$ cat config.mk
export PLATFORM = sky130hd
export DESIGN_NAME = circular_fifo_with_reverse_top
export DESIGN_NICKNAME = d
export VERILOG_FILES = /design/src/rtl/core/cfwr_pkg.sv /design/src/rtl/core/cfwr_ram.sv /design/src/rtl/core/circular_fifo_with_reverse_top.sv
export VERILOG_INCLUDE_DIRS = /design/src /design/src/rtl/core
export SDC_FILE = /design/constraint.sdc
export NUM_CORES = 1
export LEC_CHECK = 0
export BUFFER_PORTS_ARGS = -buffer_cell sky130_fd_sc_hd__clkbuf_2
export CAP_MARGIN = 20
export CORE_MARGIN = 2
export CORE_UTILIZATION = 35
export DETAILED_ROUTE_END_ITERATION = 16
export HOLD_SLACK_MARGIN = 0.05
export SETUP_SLACK_MARGIN = 0.02
export SYNTH_ARGS = -nofsm -noshare
export SYNTH_HDL_FRONTEND = slang
export SYNTH_SLANG_ARGS = --single-unit
$ cat constraint.sdc
create_clock -name clk -period 4.5 [get_ports clk]
set_input_delay 0.675 -clock clk [delete_from_list [all_inputs] [get_ports clk]]
set_output_delay 0.675 -clock clk [all_outputs]
set_load 0.1 [all_outputs]
$ cat src/rtl/core/assert_macros.svh
// Assertion macros shared by the RTL of the circular FIFO.
// No dependencies; define ASSERT_OFF to compile the checks out.
`ifndef ASSERT_MACROS_SVH
`define ASSERT_MACROS_SVH
`ifndef ASSERT_OFF
// property holds at every clock edge outside reset
`define ASSERT_AT(lbl, clk, rstn, prop, msg) \
	lbl: assert property (@(posedge clk) disable iff (!rstn) prop) else $error(msg);
// condition never seen at a clock edge outside reset
`define ASSERT_NEVER(lbl, clk, rstn, cond, msg) \
	lbl: assert property (@(posedge clk) disable iff (!rstn) !(cond)) else $error(msg);
`else
`define ASSERT_AT(lbl, clk, rstn, prop, msg)
`define ASSERT_NEVER(lbl, clk, rstn, cond, msg)
`endif
`endif

$ cat src/rtl/core/cfwr_pkg.sv
// Shared constants and types for the circular FIFO with in-place reverse.
// No dependencies.
package cfwr_pkg;

	localparam int DATA_W    = 32;
	localparam int CNT_W     = 5;
	localparam int DEPTH_DEF = 16;
	localparam int CAP_RESET = 16;

	typedef enum logic [2:0] {
		CMD_PUSH  = 3'd0,
		CMD_POP   = 3'd1,
		CMD_PEEK  = 3'd2,
		CMD_CLEAR = 3'd3,
		CMD_REV   = 3'd4
	} cmd_t;

endpackage

$ cat src/rtl/core/cfwr_ram.sv
// Word store for the FIFO: one write port, two registered read ports.
// Depends on cfwr_pkg.
module cfwr_ram import cfwr_pkg::*; #(
	parameter int DEPTH = DEPTH_DEF,
	localparam int AW   = $clog2(DEPTH)
) (
	input  logic              clk,
	input  logic              we,
	input  logic [AW-1:0]     waddr,
	input  logic [DATA_W-1:0] wdata,
	input  logic [AW-1:0]     raddr_a,
	input  logic [AW-1:0]     raddr_b,
	output logic [DATA_W-1:0] rdata_a,
	output logic [DATA_W-1:0] rdata_b
);

	logic [DATA_W-1:0] mem [DEPTH];

	always_ff @(posedge clk) begin
		if (we) begin
			mem[waddr] <= wdata;
		end
	end

	always_ff @(posedge clk) begin
		rdata_a <= mem[raddr_a];
		rdata_b <= mem[raddr_b];
	end

endmodule

$ cat src/rtl/core/circular_fifo_with_reverse_top.sv
// Circular FIFO of signed 32-bit words with push, pop, peek, clear and reverse.
// Depends on cfwr_pkg, cfwr_ram and assert_macros.svh.
//
//  channel   handshake              payload
//  in        in_valid / in_ready    command, value
//  out       out_valid / out_ready  ok, value_out, count, empty_res, full_res
//  cfg       cfg_we (no wait)       cfg_wdata (capacity)
//
// Push, clear, failed commands and reverse of under two words finish in ST_IDLE.
// Pop and peek finish in ST_READ, as the read ports of the word store are registered.
// Reverse of n words: floor(n/2) swaps of ST_SW_RD, ST_SW_WL, ST_SW_WR (read pair, write left, write right).
// Reset sets state, capacity, pointers and count; the word store has no clearing pass.
// A result waiting on out_ready parks in a hold register; a further word is
// taken only once the hold register is free.
module circular_fifo_with_reverse_top import cfwr_pkg::*; #(
	parameter int DEPTH = DEPTH_DEF
) (
	input  logic                     clk,
	input  logic                     arst_n,
	input  logic                     in_valid,
	output logic                     in_ready,
	input  logic [2:0]               command,
	input  logic signed [DATA_W-1:0] value,
	output logic                     out_valid,
	input  logic                     out_ready,
	output logic                     ok,
	output logic signed [DATA_W-1:0] value_out,
	output logic [CNT_W-1:0]         count,
	output logic                     empty_res,
	output logic                     full_res,
	input  logic                     cfg_we,
	input  logic [CNT_W-1:0]         cfg_wdata
);

	`include "assert_macros.svh"

	localparam int IDX_W = $clog2(DEPTH);
	localparam int CMP_W = ((IDX_W > CNT_W) ? IDX_W : CNT_W) + 1;
	localparam logic [CNT_W-1:0] CAP_MAX = CNT_W'((DEPTH > 31) ? 31 : DEPTH);
	localparam logic [IDX_W-1:0] TAIL_RST =
		IDX_W'(((CAP_RESET > DEPTH) ? DEPTH : CAP_RESET) - 1);

	typedef enum logic [2:0] {
		ST_IDLE,
		ST_READ,
		ST_SW_RD,
		ST_SW_WL,
		ST_SW_WR,
		ST_HOLD
	} state_t;

	function automatic logic [CNT_W-1:0] eff_cap(input logic [CNT_W-1:0] c);
		logic [CNT_W-1:0] r;
		r = c;
		if (r == '0) r = CNT_W'(1);
		if (r > CAP_MAX) r = CAP_MAX;
		return r;
	endfunction

	function automatic logic [IDX_W-1:0] cap_last(input logic [CNT_W-1:0] c);
		logic [CMP_W-1:0] ce;
		ce = {{(CMP_W-CNT_W){1'b0}}, c} - CMP_W'(1);
		return ce[IDX_W-1:0];
	endfunction

	function automatic logic [IDX_W-1:0] next_idx(input logic [IDX_W-1:0] i,
			input logic [CNT_W-1:0] c);
		logic [CMP_W-1:0] ie;
		logic [CMP_W-1:0] ce;
		ie = {{(CMP_W-IDX_W){1'b0}}, i} + CMP_W'(1);
		ce = {{(CMP_W-CNT_W){1'b0}}, c};
		return (ie >= ce) ? '0 : ie[IDX_W-1:0];
	endfunction

	function automatic logic [IDX_W-1:0] prev_idx(input logic [IDX_W-1:0] i,
			input logic [CNT_W-1:0] c);
		logic [CMP_W-1:0] ie;
		logic [CMP_W-1:0] ce;
		ie = {{(CMP_W-IDX_W){1'b0}}, i};
		ce = {{(CMP_W-CNT_W){1'b0}}, c};
		return (i == '0 || ie >= ce) ? cap_last(c) : i - IDX_W'(1);
	endfunction

	state_t             state_q, state_n;
	logic [CNT_W-1:0]   capacity_q;
	logic [IDX_W-1:0]   head_q, head_n;
	logic [IDX_W-1:0]   tail_q, tail_n;
	logic [CNT_W-1:0]   count_q, count_n;
	logic [IDX_W-1:0]   left_q, left_n;
	logic [IDX_W-1:0]   right_q, right_n;
	logic [CNT_W-1:0]   swaps_q, swaps_n;
	logic               out_valid_q, out_valid_n;

	logic               out_ok_q, out_empty_q, out_full_q;
	logic [DATA_W-1:0]  out_val_q;
	logic [CNT_W-1:0]   out_cnt_q;
	logic               hold_ok_q;
	logic [DATA_W-1:0]  hold_val_q;
	logic [CNT_W-1:0]   hold_cnt_q;
	logic [DATA_W-1:0]  swap_q;

	logic [CNT_W-1:0]   cap;
	logic               acc, out_free;
	logic               fin, fin_ok;
	logic [DATA_W-1:0]  fin_val;
	logic               load_out, load_hold, from_hold;

	logic               ram_we;
	logic [IDX_W-1:0]   ram_waddr, ram_raddr_a, ram_raddr_b;
	logic [DATA_W-1:0]  ram_wdata, ram_rdata_a, ram_rdata_b;

	assign cap      = eff_cap(capacity_q);
	assign in_ready = (state_q == ST_IDLE);
	assign acc      = in_valid && in_ready;
	assign out_free = !out_valid_q || out_ready;

	always_comb begin
		state_n     = state_q;
		head_n      = head_q;
		tail_n      = tail_q;
		count_n     = count_q;
		left_n      = left_q;
		right_n     = right_q;
		swaps_n     = swaps_q;
		fin         = 1'b0;
		fin_ok      = 1'b0;
		fin_val     = '0;
		ram_we      = 1'b0;
		ram_waddr   = tail_q;
		ram_wdata   = value;
		ram_raddr_a = left_q;
		ram_raddr_b = right_q;
		from_hold   = 1'b0;

		unique case (state_q)
			ST_IDLE: begin
				if (acc) begin
					unique case (command)
						CMD_PUSH: begin
							fin = 1'b1;
							if (count_q < cap) begin
								tail_n    = next_idx(tail_q, cap);
								ram_we    = 1'b1;
								ram_waddr = tail_n;
								count_n   = count_q + CNT_W'(1);
								fin_ok    = 1'b1;
							end
						end
						CMD_POP: begin
							if (count_q != '0) begin
								ram_raddr_a = head_q;
								head_n      = next_idx(head_q, cap);
								count_n     = count_q - CNT_W'(1);
								state_n     = ST_READ;
							end else begin
								fin = 1'b1;
							end
						end
						CMD_PEEK: begin
							if (count_q != '0) begin
								ram_raddr_a = head_q;
								state_n     = ST_READ;
							end else begin
								fin = 1'b1;
							end
						end
						CMD_CLEAR: begin
							head_n  = '0;
							tail_n  = cap_last(cap);
							count_n = '0;
							fin     = 1'b1;
							fin_ok  = 1'b1;
						end
						CMD_REV: begin
							if (count_q < CNT_W'(2)) begin
								fin    = 1'b1;
								fin_ok = 1'b1;
							end else begin
								left_n  = head_q;
								right_n = tail_q;
								swaps_n = '0;
								state_n = ST_SW_RD;
							end
						end
						default: begin
							fin = 1'b1;
						end
					endcase
				end
			end
			ST_READ: begin
				fin     = 1'b1;
				fin_ok  = 1'b1;
				fin_val = ram_rdata_a;
			end
			ST_SW_RD: begin
				if (swaps_q == (count_q >> 1)) begin
					fin    = 1'b1;
					fin_ok = 1'b1;
				end else begin
					state_n = ST_SW_WL;
				end
			end
			ST_SW_WL: begin
				ram_we    = 1'b1;
				ram_waddr = left_q;
				ram_wdata = ram_rdata_b;
				state_n   = ST_SW_WR;
			end
			ST_SW_WR: begin
				ram_we    = 1'b1;
				ram_waddr = right_q;
				ram_wdata = swap_q;
				left_n    = next_idx(left_q, cap);
				right_n   = prev_idx(right_q, cap);
				swaps_n   = swaps_q + CNT_W'(1);
				state_n   = ST_SW_RD;
			end
			ST_HOLD: begin
				if (out_free) begin
					from_hold = 1'b1;
					state_n   = ST_IDLE;
				end
			end
			default: begin
				state_n = ST_IDLE;
			end
		endcase

		load_out  = (fin && out_free) || from_hold;
		load_hold = fin && !out_free;
		if (fin) begin
			state_n = out_free ? ST_IDLE : ST_HOLD;
		end

		if (load_out) begin
			out_valid_n = 1'b1;
		end else if (out_ready) begin
			out_valid_n = 1'b0;
		end else begin
			out_valid_n = out_valid_q;
		end
	end

	// control state; a capacity write is honoured only with the queue empty
	always_ff @(posedge clk or negedge arst_n) begin
		if (!arst_n) begin
			state_q     <= ST_IDLE;
			capacity_q  <= CNT_W'(CAP_RESET);
			head_q      <= '0;
			tail_q      <= TAIL_RST;
			count_q     <= '0;
			left_q      <= '0;
			right_q     <= '0;
			swaps_q     <= '0;
			out_valid_q <= 1'b0;
		end else begin
			state_q     <= state_n;
			count_q     <= count_n;
			left_q      <= left_n;
			right_q     <= right_n;
			swaps_q     <= swaps_n;
			out_valid_q <= out_valid_n;
			if (cfg_we && count_q == '0) begin
				capacity_q <= cfg_wdata;
				head_q     <= '0;
				tail_q     <= cap_last(eff_cap(cfg_wdata));
			end else begin
				head_q <= head_n;
				tail_q <= tail_n;
			end
		end
	end

	// result words and swap temporary; cap is constant during a reverse, as count_q stays above one
	always_ff @(posedge clk) begin
		if (state_q == ST_SW_WL) begin
			swap_q <= ram_rdata_a;
		end
		if (load_hold) begin
			hold_ok_q  <= fin_ok;
			hold_val_q <= fin_val;
			hold_cnt_q <= count_n;
		end
		if (from_hold) begin
			out_ok_q    <= hold_ok_q;
			out_val_q   <= hold_val_q;
			out_cnt_q   <= hold_cnt_q;
			out_empty_q <= (hold_cnt_q == '0);
			out_full_q  <= (hold_cnt_q == cap);
		end else if (load_out) begin
			out_ok_q    <= fin_ok;
			out_val_q   <= fin_val;
			out_cnt_q   <= count_n;
			out_empty_q <= (count_n == '0);
			out_full_q  <= (count_n == cap);
		end
	end

	// in ST_SW_RD the store is read at left_q / right_q by default
	cfwr_ram #(
		.DEPTH(DEPTH)
	) u_ram (
		.clk    (clk),
		.we     (ram_we),
		.waddr  (ram_waddr),
		.wdata  (ram_wdata),
		.raddr_a(ram_raddr_a),
		.raddr_b(ram_raddr_b),
		.rdata_a(ram_rdata_a),
		.rdata_b(ram_rdata_b)
	);

	assign out_valid = out_valid_q;
	assign ok        = out_ok_q;
	assign value_out = out_val_q;
	assign count     = out_cnt_q;
	assign empty_res = out_empty_q;
	assign full_res  = out_full_q;

	`ASSERT_NEVER(a_count_in_cap, clk, arst_n, count_q > cap, "count exceeds capacity")
	`ASSERT_AT(a_hold_needs_out, clk, arst_n, (state_q == ST_HOLD) |-> out_valid_q, "hold with output free")
	`ASSERT_AT(a_read_after_acc, clk, arst_n, (state_q == ST_READ) |-> $past(acc), "read without a word")
	`ASSERT_NEVER(a_swaps_bound, clk, arst_n, (state_q == ST_SW_RD || state_q == ST_SW_WL || state_q == ST_SW_WR) && (swaps_q > (count_q >> 1)), "too many swaps")
	`ASSERT_AT(a_no_drop, clk, arst_n, (out_valid_q && !out_ready) |=> (out_valid_q && $stable(out_val_q)), "result lost while stalled")

endmodule
==> Word-level counts from Yosys, hierarchy flattened <==
Memories as Yosys holds them, arrays and structs flattened. A register that Yosys moved wholly into a read port is not among the register bits.
Index checks and enable logic that the tools add are counted.
{ "word_totals": {"memories": 1, "out_inout_bits": 42, "ff_bits": 145, "word_cells": 174, "mem_bits_rw": 512} }
{ "mem_list": {"columns": ["memory", "depth", "word_bits", "rd", "rd_ports_with_merged_regs", "wr", "line", "source"], "rows": [
  ["u_ram.mem", 16, 32, 2, 2, 1, "cfwr_ram.sv:17", "logic [DATA_W-1:0] mem [DEPTH];"]
]} }
{ "classes": {"order_cmp": 8, "eq_ne": 23, "addsub": 9, "reduce_logical": 31, "mux": 84} }
{ "op_table": {"columns": ["op", "count"], "rows": [
  ["$mux W4", 26],
  ["$mux W32", 3],
  ["$mux W5", 13],
  ["$pmux W32 S2", 1],
  ["$pmux W4 S2", 4],
  ["$logic_not A5 Y1", 5],
  ["$mux W3", 7],
  ["$mux W1", 20],
  ["$pmux W3 S6", 1],
  ["$add A4 B1 Y5 const B", 3],
  ["$ge A5 B5 Y1", 3],
  ["$pmux W5 S3", 1],
  ["$eq A3 B2 Y1 const B", 4],
  ["$pmux W4 S3", 1],
  ["$sub A4 B1 Y4 const B", 3],
  ["$add A5 B1 Y5 const B", 2],
  ["$eq A5 B5 Y1", 2],
  ["$gt A5 B5 Y1 const B", 2],
  ["$pmux W5 S2", 1],
  ["$reduce_bool A2 Y1", 5],
  ["$eq A3 B3 Y1 const B", 3],
  ["$ne A3 B3 Y1 const B", 3],
  ["$pmux W1 S3", 3],
  ["$ne A4 B2 Y1 const B", 2],
  ["other kinds (23)", 37]
]} }

==> Logic depth before layout (Yosys ltp) <==
Gate-level depths: netlist of run 1.
{ "logic_depth": {"ltp_word": 12, "mapped_depth": 15} }

==> Cells and area by module <==
From an unflattened synthesis of run 1, not the netlist that was laid out.
{ "unflattened": {"hier_cells": 1847, "hier_area_um2": 31854.3} }
{ "modules_own_cells": {"columns": ["mod", "area_each_um2", "seq_area_each_um2", "cells_per_inst", "n_inst"], "rows": [
  ["cfwr_ram", 24188.2, 16656.0, 1141, 1],
  ["circular_fifo_with_reverse_top", 7666.1, 4185.3, 706, 1]
]} }

==> Least setup slack after synthesis of run 1 <==
OpenSTA, ideal clock, no wires.
{ "synth_timing": {"path_kind": "register to register", "from": "reg capacity_q[1]", "to": "mem u_ram.mem[1][0] (enable)", "period_less_slack_ns": 4.956, "path_buffers": 1, "slack_ns": -0.456, "stages_incl_launch_ff": 14, "setup_time_ns": 0.421, "arrival_ns": 4.535, "path_cell_list": "dfrtp_1 clkbuf_1 nor3_1 nor2_1 nor2_1 ha_1 nor2b_1 o21ai_0 maj3_1 a21oi_1 nor4b_1 a311oi_1 or2_2 nor2_1"} }
{ "synth_via": {"elab_chain_len": 11, "elab_cells_between_ends": 17, "classes_between": "3 x order compare; 13 x mux; 1 x reduce/logical"} }
{ "synth_lines": {"columns": ["element", "line", "source"], "rows": [
  ["from (decl)", "circular_fifo_with_reverse_top.sv:85", "logic [CNT_W-1:0] capacity_q;"],
  ["from (signal assigned)", "circular_fifo_with_reverse_top.sv:249", "capacity_q <= CNT_W'(CAP_RESET);"],
  ["from (signal assigned)", "circular_fifo_with_reverse_top.sv:265", "capacity_q <= cfg_wdata;"],
  ["$logic_not A5 Y1", "circular_fifo_with_reverse_top.sv:55", "if (r == '0) r = CNT_W'(1);"],
  ["$mux W5 (*)", "circular_fifo_with_reverse_top.sv:55", null],
  ["$gt A5 B5 Y1", "circular_fifo_with_reverse_top.sv:56", "if (r > CAP_MAX) r = CAP_MAX;"],
  ["$mux W5 (*)", "circular_fifo_with_reverse_top.sv:56", null],
  ["$lt A5 B5 Y1", "circular_fifo_with_reverse_top.sv:141", "if (count_q < cap) begin"],
  ["$mux W1", "circular_fifo_with_reverse_top.sv:141", null],
  ["$mux W1", "circular_fifo_with_reverse_top.sv:138", "unique case (command)"],
  ["$mux W1", "circular_fifo_with_reverse_top.sv:137", "if (acc) begin"],
  ["$pmux W1 S2", "circular_fifo_with_reverse_top.sv:135", "unique case (state_q)"],
  ["$mux W1", "cfwr_ram.sv:20", "if (we) begin"],
  ["$mux W1 (implied by the code)", "cfwr_ram.sv:21", "mem[waddr] <= wdata;"],
  ["to (decl)", "cfwr_ram.sv:17", null]
]} }
Mark *: on every way between the ends. The rest lies on a longest branch, timed or not.

==> Worst setup path after layout of run 1 <==
{ "layout_timing": {"from": "reg capacity_q[4]", "to": "mem u_ram.mem[0][22] (enable)"} }
The elaborated chain is that of the path after synthesis.

==> flow_summary.ini, run 1 <==
[placed_design]
hpwl_um = 57900
io_buffers = 86
placed_area_mm2 = 0.0352
dpl.cell_count = 3446
place.gp.congestion = 0.921

[cts]
cts_buffers = 70
cts_root_buf = clkbuf_16
clock_path_buffers = 3
cts_tree = built
clock_latency_ns = 0.63
htreeDepth = 3
clkTransAtPathRegs_ns = 0.07
cts_sinks = 721

[global_routing]
grt_max_degree = 132
grtUsageTotal_pct = 18.1
grt-ovfl-total = 0
antenna_found_initial = 4
first_global_vias = 19576
grt_pass1_wl_um = 129000

[synth]
synth_edf_count = 622
syn_inst = 2168
seq_area_frac_synth_pct = 63.7
synth_cell_types = 77
netlist.area_leader.share_pct = 57.1
syn-cell-area_mm2 = 0.0327
synth_seq_cells = 721
synth-main-ff-cell = edfxtp_1
yosysTopAreaCell = edfxtp_1
ys_top_cells_by_area = edfxtp_1 (57%), mux4_2 (16%), nand2_1 (4.8%)
syn_area_per_cell_um2 = 15.1
ys_warn_count = 0
synthArstFlopShare_pct = 4.85
synth_nets = 2243

[timing]
rsz0062_at_grt = false
clock.fmax_mhz = 238
finalSetupViolations = 0
fin_crit_sh_pct = 93.5
relSlewSlack_pct = 16.6
fin_setup_tns_ns = 0
final-hold-violation-count = 0
slew_violations = 0
worstMarginPinSlew_ns = 1.25
skew_ns = 0.0258
min_period_ns = 4.21

[layout]
final_area_mm2 = 0.0376
final_common_cell = edfxtp_1
synthToLayoutAreaGrowth_pct = 15.0
drive_gt1_share_pct = 25.2
fillers = 8341
nets = 2342
fin_cells = 3578
most-common-layout-cells = edfxtp_1 (622), nand2_1 (418), mux4_2 (228)

[worst_setup_path]
cp.required_ns = 4.81
critPathKind = reg -> reg
startpoint_type = flip-flop
cp_max_fo = 11
crit_start = capacity_q[4]
endpoint_kind = flip-flop
worstPathArrival_ns = 4.52
timing.rr.start = capacity_q[4]
r2r_cells = 11

[routing]
wl_per_cell_um = 24.3
first_iter_violations = 2487
drcViolationCount = 0
num_vias = 19962
postRouteAntennaNets = 0
drt_pass1_iterations = 5
viasPerCell = 5.58
totalWireLength_um = 86800

[floorplanning]
row_count = 112
core_area_mm2 = 0.0929
start_util_pct = 35.2
die_h_um = 310
fp.dieW_um = 310
ios = 87
dieArea_mm2 = 0.0959

[min_path]
min_from = cfg_wdata[0]
hold_path_class = in -> reg
whs_path_depth = 3

[run_status]
outcome = completed

[pwr]
power_density_mw_per_mm2 = 754
max-vdd-ir-drop_uv = 360
total_power_uw = 28400
leakage_uw = 0.0131

[run]
drv_cap = 0
[per-stage QoR]
stage,util [%],setup WS [ns],hold WS [ns]
6_report,40.5,0.293,0.291
5_1_grt,40.5,0.0359,0.293
4_1_cts,40.4,0.284,0.216
3_5_place_dp,37.9,0.279,0.407
3_3_place_gp,37.9,0.371,0.408
2_1_floorplan,-,-0.452,0.379
[layer usage]
metal,global-route usage [%],up-vias,wire [um]
met5,0,-,20
met3,3.32,104,7620
met4,4.28,4,1480
met1,26.4,10246,37600
li1,-,8677,-
met2,28.2,931,40200
[cell families after synthesis]
logic type               synth area share [%]
adder cells (fa/ha/maj)                  1.24
flip-flops                               63.7
XOR/XNOR                                0.509
AO/OA/AOI/OAI                            7.16
multiplexers                             16.0
buffers and inverters                    2.51
AND/OR/NAND/NOR                          8.80
[registers in the layout, summed over array words and instances (netlist names)]
name / count
head_q: 4
u_ram.mem: 512
u_ram.rdata_a: 32
hold_val_q: 32
value_out: 32
swaps_q: 5
count_q: 5
full_res: 1
hold_ok_q: 1
capacity_q: 5
ok: 1
tail_q: 4
hold_cnt_q: 5
ram_raddr_b: 4
u_ram.rdata_b: 32
left_q: 4
count: 5
empty_res: 1
out_valid: 1
state_q: 3
swap_q: 32
[layout make-up]
| cell class | count | area, um2 | share of cell area, % |
|---|---|---|---|
| multi-input cells | 1277 | 11300 | 29.9 |
| clock inverters | 47 | 477 | 1.27 |
| well taps | 1254 | 1570 | 4.17 |
| diodes | 1 | 2.50 | 0.00665 |
| clock buffers | 81 | 1900 | 5.05 |
| inverters | 24 | 90.1 | 0.239 |
| repair buffers | 173 | 1470 | 3.92 |
| flip-flops and latches | 721 | 20900 | 55.4 |
[worst paths after layout]
kind	to	slack, ns
min in group asynchronous	swaps_q[3]	0.49
min	capacity_q[0]	0.29
max	u_ram.mem[0][22]	0.29
max reg2reg	u_ram.mem[0][22]	0.29
max in group asynchronous	tail_q[2]	3.47
min reg2reg	swap_q[1]	0.42
[worst max-delay path, cell delays in order, from the launching register on]
cell and delay [ns]:
dfstp_2 0.62, clkinv_1 0.26, nand2_1 0.16, ha_1 0.26, a211oi_1 0.21, nor2_1 0.17, or4b_1 0.75, a311oi_1 0.69
nand2b_1 0.14, buf_4 0.21, nor2_4 0.14, buf_4 0.25
[synth_stat cells, types with 6 or more instances]
| library cell | number |
|---|---|
| a21o_1 | 43 |
| a21oi_1 | 30 |
| a221oi_1 | 14 |
| a221oi_2 | 19 |
| a22oi_1 | 38 |
| and2_1 | 34 |
| buf_1 | 19 |
| buf_2 | 22 |
| buf_4 | 11 |
| clkbuf_1 | 84 |
| dfrtp_1 | 30 |
| dfxtp_1 | 64 |
| edfxtp_1 | 622 |
| ha_1 | 30 |
| inv_1 | 22 |
| mux2i_1 | 9 |
| mux4_2 | 228 |
| nand2_1 | 418 |
| nand2b_1 | 13 |
| nand3_1 | 77 |
| nor2_1 | 54 |
| nor2b_1 | 9 |
| nor3_1 | 10 |
| o21ai_0 | 82 |
| o21ai_1 | 15 |
| o22ai_1 | 35 |
| or2_2 | 6 |
| xnor2_1 | 10 |
| xor2_1 | 9 |
[repair_timing]
action / in CTS / in global routing
hold endpoints to repair: 0 / 11
hold buffers: 0 / 1
gates resized for setup: 0 / 1
setup endpoints to repair: 0 / 61
buffers inserted: 0 / 1
[power by group]
group,internal (uW),switching [uW]
clock,3550,2550
sequential,9270,801
combinational,4480,7710
total,17300,11100
Note: power is estimated with default switching activity, not from simulation.
==> inputs of run 2 (changes only) <==
--- a/config.mk
+++ b/config.mk
@@ -6,7 +6,7 @@
 export SDC_FILE = /design/constraint.sdc
 export NUM_CORES = 1
 export LEC_CHECK = 0
-export BUFFER_PORTS_ARGS = -buffer_cell sky130_fd_sc_hd__clkbuf_2
+export BUFFER_PORTS_ARGS = -buffer_cell sky130_fd_sc_hd__buf_2
 export CAP_MARGIN = 20
 export CORE_MARGIN = 2
 export CORE_UTILIZATION = 35
==> run 2 against run 1 <==
Compared with the run above:
- setup slack improved by 0.027 ns
- combinational power about the same
- via count increased by 1.8%
- critical path type unchanged
==> flow_summary.ini, run 2 (synthesis results as in run 1) <==
[run_status]
outcome = completed

[layout]
final_common_cell = edfxtp_1
largest_register_ffs = 512
top_register = u_ram.mem
most-common-layout-cells = edfxtp_1 (622), nand2_1 (418), mux4_2 (228)
nets = 2347
synthToLayoutAreaGrowth_pct = 14.8
drive_gt1_share_pct = 25.5
fin_cells = 3587
fin_util_pct = 40.4

[worst_setup_path]
path_cells = clkinv_1 -> nand2_1 -> buf_4 -> ha_1 -> a21oi_1 -> o21ai_0 -> maj3_1 -> a21oi_1 -> buf_4 -> nor4b_1 -> a311oi_1 -> or2_2 -> nor2_4 -> buf_12
crit_slowest_cell = dfstp_2
startpoint_type = flip-flop
cp.required_ns = 4.83
max_stage_delay_ns = 0.63
endpoint_kind = flip-flop
cp_max_fo = 20
worstPathArrival_ns = 4.51
critPathKind = reg -> reg

[global_routing]
grt-ovfl-total = 0
grt_max_degree = 79
first_global_vias = 19920
antenna_found_initial = 6
grt_pass1_wl_um = 132000
grtUsageTotal_pct = 18.5

[cts]
cts_buffers = 72
cts_root_buf = clkbuf_16
cts_tree = built
htreeDepth = 3
clkTransAtPathRegs_ns = 0.06
hold_buffers = 0
clock_path_buffers = 3
ctsResizeCount = 0
cts_sinks = 721
clock_latency_ns = 0.63
cts_setup_buffers = 0

[routing]
totalWireLength_um = 89000
first_iter_violations = 2478
postRouteAntennaNets = 0
drcViolationCount = 0
viasPerCell = 5.67
drt_pass1_iterations = 6
num_vias = 20322
wl_per_cell_um = 24.8

[placed_design]
place.gp.congestion = 0.935
dpl.cell_count = 3451
hpwl_um = 58500
io_buffers = 86

[timing]
rsz0062_at_grt = false
clock.fmax_mhz = 239
finalSetupViolations = 0
fin_crit_sh_pct = 92.9
final-hold-violation-count = 0
min_period_ns = 4.18
worstMarginPinSlew_ns = 1.04
fin_setup_tns_ns = 0
relSlewSlack_pct = 30.4
slew_violations = 0
skew_ns = 0.0200

[floorplanning]
core_area_mm2 = 0.0929
dieArea_mm2 = 0.0959
fp.dieW_um = 310
start_util_pct = 35.2
ios = 87
die_h_um = 310
row_count = 112

[min_path]
hold_path_class = in -> async

[run]
drv_cap = 0

[pwr]
leakage_uw = 0.0131
power_density_mw_per_mm2 = 753
max-vdd-ir-drop_uv = 421
total_power_uw = 28300
==> run 2: cell types whose count changed in the layout (fill, tap and decap cells not counted), sizes merged <==
cell | previous run | this run
bufinv | 9 | 5
dlygate4sd3 | 1 | 0
buf | 86 | 176
clkinv | 33 | 34
clkbuf | 167 | 89
diode | 1 | 2
==> run 2: worst max-delay path: cells and delay by family (launching register included) <==
kind	cells	cell delay, ns
AO/OA/AOI/OAI	4	0.63
adder cells (fa/ha/maj)	2	0.60
buffers and inverters	4	0.76
flip-flops	1	0.63
AND/OR/NAND/NOR	4	1.25
==> run 2: cell type report <==
cell class                 count  area (um2)
fill                        8383       55400
sequential                   721       20900
multi-input combinational   1277       11300
clock buffer                  89        1940
tap                         1254        1570
timing repair buffer         176        1440
clock inverter                44         392
inverter                      24        90.1
antenna                        2        5.00
==> run 2: metrics by stage <==
stage / worst slack (ns) / hold slack (ns) / instance area, um2
floorplan: -0.452 / 0.379 / 32700
global placement: 0.128 / 0.408 / 35100
detailed placement: 0.346 / 0.410 / 35200
CTS: 0.351 / 0.192 / 37500
global route: 0.0895 / 0.240 / 37500
finish: 0.320 / 0.186 / 37500
==> run 2: path summary, 6_finish.rpt <==
check                                   endpoint  cells past startpoint  slack [ns]             start
max in group asynchronous         ram_raddr_b[0]                      1        3.60            arst_n
worst max register to register  u_ram.mem[9][11]                     14        0.32     capacity_q[4]
worst min-delay path                   out_valid                      1        0.19            arst_n
worst min register to register         swap_q[4]                      0        0.42  u_ram.rdata_a[4]
min in group clk                   capacity_q[0]                      3        0.29      cfg_wdata[0]
worst max-delay path            u_ram.mem[9][11]                     14        0.32     capacity_q[4]
==> run 2: power breakdown <==
| group | internal [uW] | switching, uW | total [uW] | leakage, uW |
|---|---|---|---|---|
| Clock | 3370 | 2620 | 6000 | 0.00115 |
| Combinational | 4470 | 7720 | 12200 | 0.00533 |
| Sequential | 9270 | 820 | 10100 | 0.00662 |
| Total | 17100 | 11200 | 28300 | 0.0131 |
==> run 2: routing by layer <==
layer  GRT usage, %  up-vias  share of wire, %
met4           4.65        2               2.0
met5              0        -             0.015
met1           26.6    10488                43
li1               -     8676                 -
met3           3.65      139               9.4
met2           28.7     1017                46
